===== config.mk =====
export PLATFORM = sky130hd
export DESIGN_NAME = multi_pattern_wildcard_byte_matcher_unit
export DESIGN_NICKNAME = d
export VERILOG_FILES = /design/src/mwbm_pkg.sv /design/src/mwbm_front.sv /design/src/mwbm_fifo.sv /design/src/mwbm_back.sv /design/src/multi_pattern_wildcard_byte_matcher_unit.sv
export SDC_FILE = /design/constraint.sdc
export NUM_CORES = 2
export LEC_CHECK = 0
export BUFFER_PORTS_ARGS = -buffer_cell sky130_fd_sc_hd__buf_2
export CORE_ASPECT_RATIO = 1.75
export CORE_MARGIN = 2
export CORE_UTILIZATION = 59
export DETAILED_ROUTE_END_ITERATION = 8
export PLACE_DENSITY = 0.78
export SLEW_MARGIN = 20
export SYNTH_ARGS = -nofsm -noshare
export SYNTH_HDL_FRONTEND = slang
export SYNTH_SLANG_ARGS = --single-unit

===== constraint.sdc =====
create_clock -name i_clk -period 8 [get_ports i_clk]
set_input_delay 0 -clock i_clk [delete_from_list [all_inputs] [get_ports i_clk]]
set_output_delay 0 -clock i_clk [all_outputs]
set_load 0.02 [all_outputs]

===== src/mwbm_pkg.sv =====
// Shared types and sizing constants for the wildcard byte matcher.
// No dependencies; every other file refers to this package by scoped names.
package mwbm_pkg;

    // Table and stream sizing
    localparam int PATTERNS        = 4;
    localparam int MAX_PATTERN_LEN = 16;
    localparam int OFFSET_BITS     = 32;
    localparam int MAX_HITS        = 4;
    localparam int HIST_DEPTH      = MAX_PATTERN_LEN - 1;

    // Derived widths
    localparam int LEN_W  = $clog2(MAX_PATTERN_LEN + 1);
    localparam int IDX_W  = $clog2(MAX_PATTERN_LEN);
    localparam int PIDX_W = (PATTERNS > 1) ? $clog2(PATTERNS) : 1;

    // Hit queue between front and back
    localparam int QDEPTH = 4;
    localparam int QPTR_W = $clog2(QDEPTH);
    localparam int QCNT_W = $clog2(QDEPTH + 1);

    typedef enum logic [1:0] {
        REQ_LOAD    = 2'd0,
        REQ_LENGTH  = 2'd1,
        REQ_DATA    = 2'd2,
        REQ_RESTART = 2'd3
    } t_req_type;

    typedef struct packed {
        t_req_type  req_type;
        logic [1:0] pattern_index;
        logic [3:0] byte_position;
        logic [7:0] pattern_byte;
        logic       care;
        logic [4:0] pattern_length;
        logic [7:0] data_byte;
    } t_req;

    typedef struct packed {
        logic [1:0]  hit_pattern;
        logic [31:0] hit_offset;
        logic        last_hit;
    } t_hit;

    // One queue entry: the hits caused by one data byte
    typedef struct packed {
        logic [PATTERNS-1:0]            mask;
        logic [OFFSET_BITS-1:0]         base;
        logic [PATTERNS-1:0][IDX_W-1:0] span;
    } t_q_ent;

    typedef struct packed {
        logic   push;
        t_q_ent ent;
    } t_q_wr;

    typedef struct packed {
        logic   empty;
        t_q_ent ent;
    } t_q_rd;

endpackage


===== src/mwbm_front.sv =====
// Front end: takes requests, keeps the pattern table, history and offset,
// compares all patterns in parallel and queues the hit mask. Uses mwbm_pkg.
module mwbm_front (
    input  logic           i_clk,
    input  logic           i_rst_n,
    input  logic           i_acc,
    input  mwbm_pkg::t_req i_req,
    output mwbm_pkg::t_q_wr o_wr
);

    logic [7:0] r_val [mwbm_pkg::PATTERNS][mwbm_pkg::MAX_PATTERN_LEN];
    logic [mwbm_pkg::MAX_PATTERN_LEN-1:0] r_care [mwbm_pkg::PATTERNS];
    logic [mwbm_pkg::LEN_W-1:0] r_len [mwbm_pkg::PATTERNS];
    logic [7:0] r_hist [mwbm_pkg::HIST_DEPTH];
    logic [mwbm_pkg::OFFSET_BITS-1:0] r_offset;
    logic [mwbm_pkg::OFFSET_BITS-1:0] n_offset;

    logic [7:0] w_win [mwbm_pkg::MAX_PATTERN_LEN];
    logic [mwbm_pkg::PATTERNS-1:0] w_raw;
    logic [mwbm_pkg::PATTERNS-1:0] w_mask;
    logic [mwbm_pkg::LEN_W-1:0] w_plen;

    // Window: slot 0 is the incoming byte, slot j the byte j back
    always_comb begin
        w_win[0] = i_req.data_byte;
        for (int j = 1; j < mwbm_pkg::MAX_PATTERN_LEN; j++) begin
            w_win[j] = r_hist[j-1];
        end
    end

    always_comb begin
        logic [mwbm_pkg::IDX_W-1:0] v_sel;
        int                         v_n;
        v_sel = '0;
        v_n   = 0;
        for (int p = 0; p < mwbm_pkg::PATTERNS; p++) begin
            w_raw[p] = (r_len[p] != '0) &&
                (r_offset >= mwbm_pkg::OFFSET_BITS'(r_len[p] - mwbm_pkg::LEN_W'(1)));
            for (int k = 0; k < mwbm_pkg::MAX_PATTERN_LEN; k++) begin
                if ((mwbm_pkg::LEN_W'(k) < r_len[p]) && r_care[p][k]) begin
                    v_sel = mwbm_pkg::IDX_W'(r_len[p] - mwbm_pkg::LEN_W'(1)
                                             - mwbm_pkg::LEN_W'(k));
                    if (w_win[v_sel] != r_val[p][k]) begin
                        w_raw[p] = 1'b0;
                    end
                end
            end
        end
        // keep only the lowest-index hits up to the per-byte limit
        for (int p = 0; p < mwbm_pkg::PATTERNS; p++) begin
            w_mask[p] = w_raw[p] && (v_n < mwbm_pkg::MAX_HITS);
            if (w_mask[p]) begin
                v_n = v_n + 1;
            end
        end
    end

    always_comb begin
        o_wr.push     = i_acc && (i_req.req_type == mwbm_pkg::REQ_DATA) && (w_mask != '0);
        o_wr.ent.mask = w_mask;
        o_wr.ent.base = r_offset;
        for (int p = 0; p < mwbm_pkg::PATTERNS; p++) begin
            o_wr.ent.span[p] = mwbm_pkg::IDX_W'(r_len[p] - mwbm_pkg::LEN_W'(1));
        end
    end

    // lengths above the table width are clamped
    assign w_plen = (int'(i_req.pattern_length) > mwbm_pkg::MAX_PATTERN_LEN) ?
                    mwbm_pkg::LEN_W'(mwbm_pkg::MAX_PATTERN_LEN) :
                    mwbm_pkg::LEN_W'(i_req.pattern_length);

    assign n_offset = (r_offset == '1) ? r_offset : r_offset + 1'b1;

    // pattern values need no reset: care bits gate them
    always_ff @(posedge i_clk) begin
        if (i_acc && (i_req.req_type == mwbm_pkg::REQ_LOAD)) begin
            for (int p = 0; p < mwbm_pkg::PATTERNS; p++) begin
                for (int k = 0; k < mwbm_pkg::MAX_PATTERN_LEN; k++) begin
                    if ((int'(i_req.pattern_index) == p) &&
                        (int'(i_req.byte_position) == k)) begin
                        r_val[p][k] <= i_req.pattern_byte;
                    end
                end
            end
        end
    end

    always_ff @(posedge i_clk) begin
        if (!i_rst_n) begin
            for (int p = 0; p < mwbm_pkg::PATTERNS; p++) begin
                r_care[p] <= '0;
                r_len[p]  <= '0;
            end
            for (int j = 0; j < mwbm_pkg::HIST_DEPTH; j++) begin
                r_hist[j] <= '0;
            end
            r_offset <= '0;
        end else if (i_acc) begin
            case (i_req.req_type)
                mwbm_pkg::REQ_LOAD: begin
                    for (int p = 0; p < mwbm_pkg::PATTERNS; p++) begin
                        for (int k = 0; k < mwbm_pkg::MAX_PATTERN_LEN; k++) begin
                            if ((int'(i_req.pattern_index) == p) &&
                                (int'(i_req.byte_position) == k)) begin
                                r_care[p][k] <= i_req.care;
                            end
                        end
                    end
                end
                mwbm_pkg::REQ_LENGTH: begin
                    for (int p = 0; p < mwbm_pkg::PATTERNS; p++) begin
                        if (int'(i_req.pattern_index) == p) begin
                            r_len[p] <= w_plen;
                        end
                    end
                end
                mwbm_pkg::REQ_DATA: begin
                    r_hist[0] <= i_req.data_byte;
                    for (int j = 1; j < mwbm_pkg::HIST_DEPTH; j++) begin
                        r_hist[j] <= r_hist[j-1];
                    end
                    r_offset <= n_offset;
                end
                mwbm_pkg::REQ_RESTART: begin
                    for (int j = 0; j < mwbm_pkg::HIST_DEPTH; j++) begin
                        r_hist[j] <= '0;
                    end
                    r_offset <= '0;
                end
                default: begin
                    r_offset <= r_offset;
                end
            endcase
        end
    end

`ifndef SYNTHESIS
    a_restart_clears: assert property (@(posedge i_clk) disable iff (!i_rst_n)
        (i_acc && (i_req.req_type == mwbm_pkg::REQ_RESTART)) |=> (r_offset == '0))
        else $error("offset not cleared by restart");
    a_offset_saturates: assert property (@(posedge i_clk) disable iff (!i_rst_n)
        (i_acc && (i_req.req_type == mwbm_pkg::REQ_DATA) && (r_offset == '1))
        |=> (r_offset == '1))
        else $error("offset wrapped");
`endif

endmodule


===== src/mwbm_fifo.sv =====
// Short hit queue decoupling the front end from the hit serialiser.
// Uses mwbm_pkg for the entry type and depth.
module mwbm_fifo (
    input  logic             i_clk,
    input  logic             i_rst_n,
    input  mwbm_pkg::t_q_wr  i_wr,
    input  logic             i_pop,
    output logic             o_full,
    output mwbm_pkg::t_q_rd  o_rd
);

    mwbm_pkg::t_q_ent r_mem [mwbm_pkg::QDEPTH];
    logic [mwbm_pkg::QPTR_W-1:0] r_wr;
    logic [mwbm_pkg::QPTR_W-1:0] r_rd;
    logic [mwbm_pkg::QCNT_W-1:0] r_count;
    logic [mwbm_pkg::QPTR_W-1:0] n_wr;
    logic [mwbm_pkg::QPTR_W-1:0] n_rd;

    assign n_wr = (r_wr == mwbm_pkg::QPTR_W'(mwbm_pkg::QDEPTH - 1)) ? '0 : r_wr + 1'b1;
    assign n_rd = (r_rd == mwbm_pkg::QPTR_W'(mwbm_pkg::QDEPTH - 1)) ? '0 : r_rd + 1'b1;

    assign o_full    = (r_count == mwbm_pkg::QCNT_W'(mwbm_pkg::QDEPTH));
    assign o_rd.empty = (r_count == '0);
    assign o_rd.ent   = r_mem[r_rd];

    always_ff @(posedge i_clk) begin
        if (i_wr.push) begin
            r_mem[r_wr] <= i_wr.ent;
        end
    end

    always_ff @(posedge i_clk) begin
        if (!i_rst_n) begin
            r_wr    <= '0;
            r_rd    <= '0;
            r_count <= '0;
        end else begin
            if (i_wr.push) begin
                r_wr <= n_wr;
            end
            if (i_pop) begin
                r_rd <= n_rd;
            end
            if (i_wr.push && !i_pop) begin
                r_count <= r_count + 1'b1;
            end else if (!i_wr.push && i_pop) begin
                r_count <= r_count - 1'b1;
            end
        end
    end

`ifndef SYNTHESIS
    a_no_push_full: assert property (@(posedge i_clk) disable iff (!i_rst_n)
        i_wr.push |-> !o_full)
        else $error("push into full hit queue");
`endif

endmodule


===== src/mwbm_back.sv =====
// Back end: walks the hit mask of the queue head, one hit per cycle while the
// output is not stalled, into the output register. Uses mwbm_pkg.
module mwbm_back (
    input  logic            i_clk,
    input  logic            i_rst_n,
    input  mwbm_pkg::t_q_rd i_rd,
    output logic            o_pop,
    output logic            o_hit_valid,
    input  logic            i_hit_stall,
    output mwbm_pkg::t_hit  o_hit
);

    logic [mwbm_pkg::PATTERNS-1:0] r_done;
    logic                          r_valid;
    mwbm_pkg::t_hit                r_hit;

    logic [mwbm_pkg::PATTERNS-1:0]    w_rem;
    logic [mwbm_pkg::PATTERNS-1:0]    w_one;
    logic [mwbm_pkg::PIDX_W-1:0]      w_sel;
    logic                             w_last;
    logic                             w_load;
    logic [mwbm_pkg::OFFSET_BITS-1:0] w_start;

    assign w_rem = i_rd.ent.mask & ~r_done;

    // lowest remaining pattern first
    always_comb begin
        w_sel = '0;
        for (int p = mwbm_pkg::PATTERNS - 1; p >= 0; p--) begin
            if (w_rem[p]) begin
                w_sel = mwbm_pkg::PIDX_W'(p);
            end
        end
        w_one        = '0;
        w_one[w_sel] = 1'b1;
    end

    assign w_last  = ((w_rem & ~w_one) == '0);
    assign w_start = i_rd.ent.base - mwbm_pkg::OFFSET_BITS'(i_rd.ent.span[w_sel]);
    assign w_load  = !i_rd.empty && (!r_valid || !i_hit_stall);
    assign o_pop   = w_load && w_last;

    always_ff @(posedge i_clk) begin
        if (w_load) begin
            r_hit.hit_pattern <= 2'(w_sel);
            r_hit.hit_offset  <= 32'(w_start);
            r_hit.last_hit    <= w_last;
        end
    end

    always_ff @(posedge i_clk) begin
        if (!i_rst_n) begin
            r_done  <= '0;
            r_valid <= 1'b0;
        end else begin
            if (w_load) begin
                r_valid <= 1'b1;
                r_done  <= w_last ? '0 : (r_done | w_one);
            end else if (!i_hit_stall) begin
                r_valid <= 1'b0;
            end
        end
    end

    assign o_hit_valid = r_valid;
    assign o_hit       = r_hit;

`ifndef SYNTHESIS
    a_done_needs_head: assert property (@(posedge i_clk) disable iff (!i_rst_n)
        (r_done != '0) |-> !i_rd.empty)
        else $error("partial hit mask without a queue head");
    a_hits_ascend: assert property (@(posedge i_clk) disable iff (!i_rst_n)
        (r_valid && !i_hit_stall && !r_hit.last_hit)
        |=> (r_valid && (r_hit.hit_pattern > $past(r_hit.hit_pattern))))
        else $error("hit sequence of one byte broken");
`endif

endmodule


===== src/multi_pattern_wildcard_byte_matcher_unit.sv =====
// Top level of the multi-pattern wildcard byte matcher.
// Instantiates mwbm_front, mwbm_fifo and mwbm_back; types from mwbm_pkg.
//
//  channel | direction | handshake                  | payload
//  --------+-----------+----------------------------+------------------------
//  request | in        | i_req_valid / o_req_stall  | i_req (mwbm_pkg::t_req)
//  hit     | out       | o_hit_valid / i_hit_stall  | o_hit (mwbm_pkg::t_hit)
//
// One request is taken every cycle while the hit queue has room; a data byte
// is compared against all patterns in the cycle it is taken.
// A data byte with n hits gives n hits in turn from the serialiser; its first hit
// passes through the hit queue and then the output register. Bytes without hits cost nothing
// downstream.
// The request stall rises only when the four-entry hit queue is full.
// Synchronous active-low reset clears the care bits, lengths, history, offset
// and queue; no clearing pass is needed.
module multi_pattern_wildcard_byte_matcher_unit (
    input  logic           i_clk,
    input  logic           i_rst_n,
    input  logic           i_req_valid,
    output logic           o_req_stall,
    input  mwbm_pkg::t_req i_req,
    output logic           o_hit_valid,
    input  logic           i_hit_stall,
    output mwbm_pkg::t_hit o_hit
);

    logic             w_acc;
    logic             w_full;
    logic             w_pop;
    mwbm_pkg::t_q_wr  w_wr;
    mwbm_pkg::t_q_rd  w_rd;

    // Back-pressure comes only from the queue; config-type requests are held too
    // while it is full, which keeps stall independent of the payload.
    assign o_req_stall = w_full;
    assign w_acc       = i_req_valid && !w_full;

    // Front end: table writes, history, offset and the parallel compare
    mwbm_front u_front (
        .i_clk   (i_clk),
        .i_rst_n (i_rst_n),
        .i_acc   (w_acc),
        .i_req   (i_req),
        .o_wr    (w_wr)
    );

    // Hit masks wait here so the output side can stall on its own
    mwbm_fifo u_fifo (
        .i_clk   (i_clk),
        .i_rst_n (i_rst_n),
        .i_wr    (w_wr),
        .i_pop   (w_pop),
        .o_full  (w_full),
        .o_rd    (w_rd)
    );

    // Serialiser: one hit per cycle unless the hit side stalls, in rising pattern order, last one flagged
    mwbm_back u_back (
        .i_clk       (i_clk),
        .i_rst_n     (i_rst_n),
        .i_rd        (w_rd),
        .o_pop       (w_pop),
        .o_hit_valid (o_hit_valid),
        .i_hit_stall (i_hit_stall),
        .o_hit       (o_hit)
    );

endmodule


Yosys cells after proc, flatten, opt, wreduce, memory -nomap -nowiden
Memories as Yosys holds them, arrays and structs flattened. A register that Yosys moved wholly into a read port is not among the register bits. Index checks and enable logic that the tools add are counted.

Bits in writable memories: 924. Output and inout bits: 37. Memories kept: 5. Input port bits: 34. Word-level logic and storage cells: 1582. Flip-flop bits (word level): 79.

Memory list: u_front.r_val (words 4, width 128, read ports 4, clocked after Yosys merged registers in 0, wr ports 1, line mwbm_front.sv:11) `logic [7:0] r_val [mwbm_pkg::PATTERNS][mwbm_pkg::MAX_PATTERN_LEN];`; u_fifo.r_mem (words 4, width 52, read ports 1, clocked after Yosys merged registers in 1, wr ports 1, line mwbm_fifo.sv:12) `mwbm_pkg::t_q_ent r_mem [mwbm_pkg::QDEPTH];`; u_front.r_hist (words 15, width 8, read ports 15, clocked after Yosys merged registers in 0, wr ports 15, line mwbm_front.sv:14) `logic [7:0] r_hist [mwbm_pkg::HIST_DEPTH];`; u_front.r_care (words 4, width 16, read ports 4, clocked after Yosys merged registers in 0, wr ports 4, line mwbm_front.sv:12) `logic [mwbm_pkg::MAX_PATTERN_LEN-1:0] r_care [mwbm_pkg::PATTERNS];`; u_front.r_len (words 4, width 5, read ports 4, clocked after Yosys merged registers in 0, wr ports 4, line mwbm_front.sv:13) `logic [mwbm_pkg::LEN_W-1:0] r_len [mwbm_pkg::PATTERNS];`.

$lt $le $gt $ge: 138. Equal/unequal tests: 91. Bitwise operators: 167. Multiplexer cells: 929. Reduce and logical (&&, ||, !) cells: 167. $add $sub $neg: 76.

Operators with widths (number): 8-bit binary-select mux with 4-bit select (64); 8-bit two-way mux (158); 1-bit two-way mux (675); 8-bit != test (64); 128-bit two-way mux (3); 128-bit OR reduction (3); 5-bit >= comparator (second input constant) (64); 4-bit inverter with 5-bit output (64); 4-bit by 5-bit < comparator with 1-bit output (first input constant) (32); 1-bit logical AND (144); 32-bit >= comparator (4); 4-bit subtractor (second input constant) (32); 1-bit OR (98); 32-bit two-way mux (3); 3-bit by 5-bit < comparator with 1-bit output (first input constant) (16); 32-bit by 4-bit < comparator with 1-bit output (second input constant) (2); 32-bit case mux with 2 select lines (1); 4-bit by 3-bit subtractor with 4-bit output (second input constant) (16); 16-bit two-way mux (3); 1-bit by 5-bit < comparator with 1-bit output (first input constant) (8); 2-bit by 5-bit < comparator with 1-bit output (first input constant) (8); 32-bit by 1-bit adder with 32-bit output (second input constant) (1); 32-bit by 2-bit adder with 32-bit output (second input constant) (1); 32-bit equality test (second input constant) (1); 39 further kinds (103).

Logic depth before layout (Yosys ltp)
An unclocked memory read counts as a cell.

Depth in word-level cells: 54. Gate-level depth with buffers: 30. Depth with buffers taken out: 25.

By module
From an unflattened synthesis, not the netlist that was laid out.

Cell total of the unflattened synthesis: 5629. Area, all modules: 71031.9 µm².

By module, submodules not included: mwbm_front (instances 1, seq. area each 21580.7 µm², cells an instance 5142, area each 60922.2 µm²); mwbm_fifo (instances 1, seq. area each 6426.2 µm², cells an instance 316, area each 8022.7 µm²); mwbm_back (instances 1, seq. area each 1151.1 µm², cells an instance 170, area each 2073.2 µm²); multi_pattern_wildcard_byte_matcher_unit (instances 1, seq. area each 0.0 µm², cells an instance 1, area each 13.8 µm²).

Worst setup path before layout
No wires, ideal clock.

Path kind: reg-to-reg. From: mem u_front.r_len[0][0] (netlist bit). To: mem u_fifo.r_mem[3][0] (netlist bit), enable pin. Path slack: -0.560 ns. Path buffers: 9. Data required time: 7.585 ns. Library setup time: 0.415 ns. Cell stages (with the launch flop): 25. Arrival time: 8.145 ns. Period minus slack after synthesis: 8.560 ns. Path through: edfxtp_1 inv_1 buf_1 clkbuf_1 ha_1 clkbuf_1 buf_1 buf_2 clkbuf_1 inv_1 ha_1 clkbuf_1 clkbuf_1 clkbuf_1 mux4_2 xnor2_1 nand3_1 o311a_1 a21oi_1 o21ai_0 o21a_1 or4b_1 ha_1 a31oi_4 and2_1.

RTL lines (line): from (decl) (mwbm_front.sv:13); to (decl) (mwbm_fifo.sv:12).

==> metrics.yaml <==
status:
  status: "finished with violations"
  violations: "capacitance limit"
logic_synthesis:
  synth_fp_nets: 5846
  synth_edf_count: 903
  synth-main-ff-cell: "edfxtp_1"
  synth_cell_types: 89
  yosysSeqAreaShare_pct: 41.5
  yosysMostFrequentCell: "edfxtp_1"
  synth_async_sr_flop_share_pct: 0
  synth_common_cells: "edfxtp_1 (903), mux2i_1 (820), mux4_2 (483)"
  yosysWarnings: 0
  synth.largest_area_cell: "edfxtp_1"
  syn_area_sq_um: 70300
  synth-seq-cells: 1005
  synth_top_area_share_pct: 38.6
  synth.avg_cell_area_sq_um: 12.5
  synth_area_leaders: "edfxtp_1 (39%), mux4_2 (15%), mux2i_1 (12%)"
  syn_inst: 5629
finish:
  final_layout_size_suffix_gt1_share_pct: 21.4
  syn_to_final_growth_pct: 8.84
  final_net_count: 5796
  layout.cells.non_filler: 7227
  finish.instance_area_sq_um: 76500
drt:
  routed_wl_mm: 296
  ant_nets: 0
  vias: 55000
  drt_pre_antenna_iters: 9
  drc: 0
  wl_per_cell_um: 40.9
  via_per_inst: 7.61
  drtIter0Drc: 8076
clock_network:
  cts_tree: "done"
  ctsRootBufferMaster: "clkbuf_16"
  cts_sinks: 1005
  clock_latency_ns: 0.78
  post_cts_buffers: 0
  cts-htree-levels: 3
  cts.clk_slew.worst_paths_ns: 0.07
  numCtsBuffers: 93
  ctsLongestPathBuffers: 3
worst_setup_path:
  cp-end-kind: "register"
  slowest_stage: "mux2i_1"
  r2r_slack_ns: 0.13
  reg2reg_to: "u_fifo.r_count[2]$_SDFFE_PN0P_"
  crit_fanout: 32
  worst_ep_arrival_time_ns: 8.52
  reg2regPathDepth: 24
  crit_path_frequent_cell: "ha_1"
  crit_chain: "inv_1 > ha_4 > xnor2_4 > clkinv_1 > ha_1 > buf_4 > mux2i_1 > mux2i_1 > xor2_1 > nor4_1 > nand3_1 > o311a_1 > a21oi_1 > o21ai_0 > o21a_1 > or4b_1 > ha_1 > a31oi_4 > ha_1 > inv_1 > fa_1 > xor2_1 > or3_1 > a21oi_1"
  critPathKind: "reg -> reg"
  rr_startpoint: "u_front.r_len[0][0]$_SDFFCE_PN0P_"
  cpPeakStageDelay_ns: 1.07
  worstPathRequired_ns: 8.65
  critPathLaunchType: "register"
worst_hold_path:
  hold_class: "in -> reg"
  holdPathEnd: "u_front.r_val[1][84]$_DFFE_PP_"
  min_from: "i_req[18]"
  whs_path_depth: 1
power:
  power_leakage_nw: 27.7
  finalPower_w: 0.0137
  powerDensity_nw_per_um2: 179
  peakVddDrop_v: 0.000198
place:
  dp_cells: 6971
  dpl_cell_area_sq_um: 72700
  pre_cts_slack_ns: 0.892
  io_buffers: 70
  place_congestion: 1.15
  dp_hpwl_mm: 207
timing:
  worstMarginPinSlew_ns: 1.47
  final.min_clock_period_ns: 7.87
  drv_slew: 0
  fin_ws_ns: 0.132
  rsz0062_at_grt: "false"
  period_share_pct: 98.4
  setup_viol: 0
  fmax_mhz: 127
  hold_violations: 0
  slew_headroom_pct: 1.48
  fin_skew_ns: 0.0532
  tns_ns: 0
floorplan:
  ioPinCount: 71
  initial_utilization_pct: 59.4
  fp.dieH_um: 461
  design.core.area_sq_um: 118000
  rows: 167
  dieWidth_um: 265
  die_area_sq_um: 122000
global_routing:
  antenna_found_initial: 41
  grt_pass1_vias: 53200
  grt_max_degree: 133
  grt_util_all_layers_pct: 48.6
  grt_pass1_wl_mm: 404
  grt_remaining_overflow: 0
flow_run:
  drv_cap: 1
## cell families (layout without fill, tap and decap cells)
group / count (synthesis) / count (layout) / share of synthesized area (%)
simple gates: 1199 / 1199 / 8.24
buf+inv: 554 / 583 / 3.27
fa+ha+maj: 188 / 188 / 3.35
xor+xnor: 594 / 594 / 7.66
flops: 1005 / 1005 / 41.5
other cells: 0 / 48 / 0
compound gates: 627 / 627 / 5.75
mux: 1462 / 1462 / 30.2
## stage by stage
step	util, %	hold slack [ns]
finish	64.7	0.0195
global route	64.6	0.0197
CTS	64.4	0.00365
detailed placement	61.5	0.297
global placement	61.5	0.291
floorplan	-	0.0989
## critical path, delay by kind of cell, from the launching register on
kind | cells | cell delay [ns]
flip-flops | 1 | 0.40
AO/OA/AOI/OAI | 6 | 1.24
AND/OR/NAND/NOR | 4 | 1.89
adder cells (fa/ha/maj) | 5 | 1.41
multiplexers | 2 | 1.29
buffers and inverters | 4 | 0.82
XOR/XNOR | 3 | 0.67
## worst max path at each step
stage                                       from  slack (ns)                             end
2_1_floorplan  u_front.r_len[0][0]$_SDFFCE_PN0P_        0.02  u_fifo.r_count[2]$_SDFFE_PN0P_
3_3_place_gp   u_front.r_len[0][0]$_SDFFCE_PN0P_        0.70  u_fifo.r_count[2]$_SDFFE_PN0P_
3_5_place_dp   u_front.r_len[3][1]$_SDFFCE_PN0P_        0.89  u_fifo.r_count[2]$_SDFFE_PN0P_
4_1_cts        u_front.r_len[1][0]$_SDFFCE_PN0P_        0.80  u_fifo.r_count[2]$_SDFFE_PN0P_
5_1_grt        u_front.r_len[0][0]$_SDFFCE_PN0P_        0.07  u_fifo.r_count[2]$_SDFFE_PN0P_
6_report       u_front.r_len[0][0]$_SDFFCE_PN0P_        0.13  u_fifo.r_count[2]$_SDFFE_PN0P_
## state kept, by name, indices dropped and copies added (netlist names), named ones only
name	cells
u_back.o_hit	35
u_back.o_hit_valid	1
u_back.r_done	4
u_fifo.r_count	3
u_fifo.r_mem	208
u_fifo.r_rd	2
u_fifo.r_wr	2
u_front.r_care	64
u_front.r_hist	120
u_front.r_len	20
u_front.r_offset	32
u_front.r_val	512
## cell type report
type                            count  area, sq um
Fill cell                        8921        41800
Multi-Input combinational cell   4070        39200
Sequential cell                  1005        29200
Timing Repair Buffer              323         2520
Clock buffer                      113         2500
Tap cell                         1521         1900
Clock inverter                     61          719
Inverter                           86          330
Antenna cell                       48          120
## what timing repair did
| item | CTS | global route |
|---|---|---|
| resized for setup | 0 | 0 |
| hold buffers | 27 | 1 |
| endpoints found under the hold margin | 217 | 8 |
## metal layers
layer,part of all wire [%],track usage [%]
met1,29,48.5
met2,44,74.1
met3,13,19.4
met4,13,51.7
met5,0.089,2.10
## power by group
group	total, W	switching (W)	internal, W	leakage (nW)
logic	0.00299	0.00181	0.00118	17.0
clock network	0.00482	0.00216	0.00267	1.53
registers	0.00588	0.000149	0.00574	9.18
## layout by cell type (no fill, tap or decap), drive strengths merged, types with 18 or more instances in the layout
| master | Yosys | final |
|---|---|---|
| edfxtp | 903 | 903 |
| mux2i | 820 | 820 |
| mux4 | 508 | 508 |
| nand2 | 388 | 388 |
| xnor2 | 352 | 352 |
| buf | 153 | 295 |
| nor2 | 257 | 257 |
| xor2 | 241 | 241 |
| o21ai | 190 | 190 |
| ha | 181 | 181 |
| a21oi | 160 | 160 |
| mux2 | 134 | 134 |
| clkbuf | 313 | 113 |
| nand4 | 107 | 107 |
| dfxtp | 102 | 102 |
| and3 | 97 | 97 |
| inv | 83 | 94 |
| nor3 | 90 | 90 |
| nor2b | 55 | 55 |
| diode | 0 | 48 |
| nand3 | 44 | 44 |
| a21o | 40 | 40 |
| o221a | 40 | 40 |
| nor4 | 37 | 37 |
| nand2b | 36 | 36 |
| a211oi | 35 | 35 |
| and2 | 35 | 35 |
| o211ai | 28 | 28 |
| dlygate4sd3 | 0 | 28 |
| clkinv | 3 | 24 |
| o21a | 18 | 18 |
| a31oi | 18 | 18 |
| or3 | 18 | 18 |
Power figures use the tool's default switching activity.
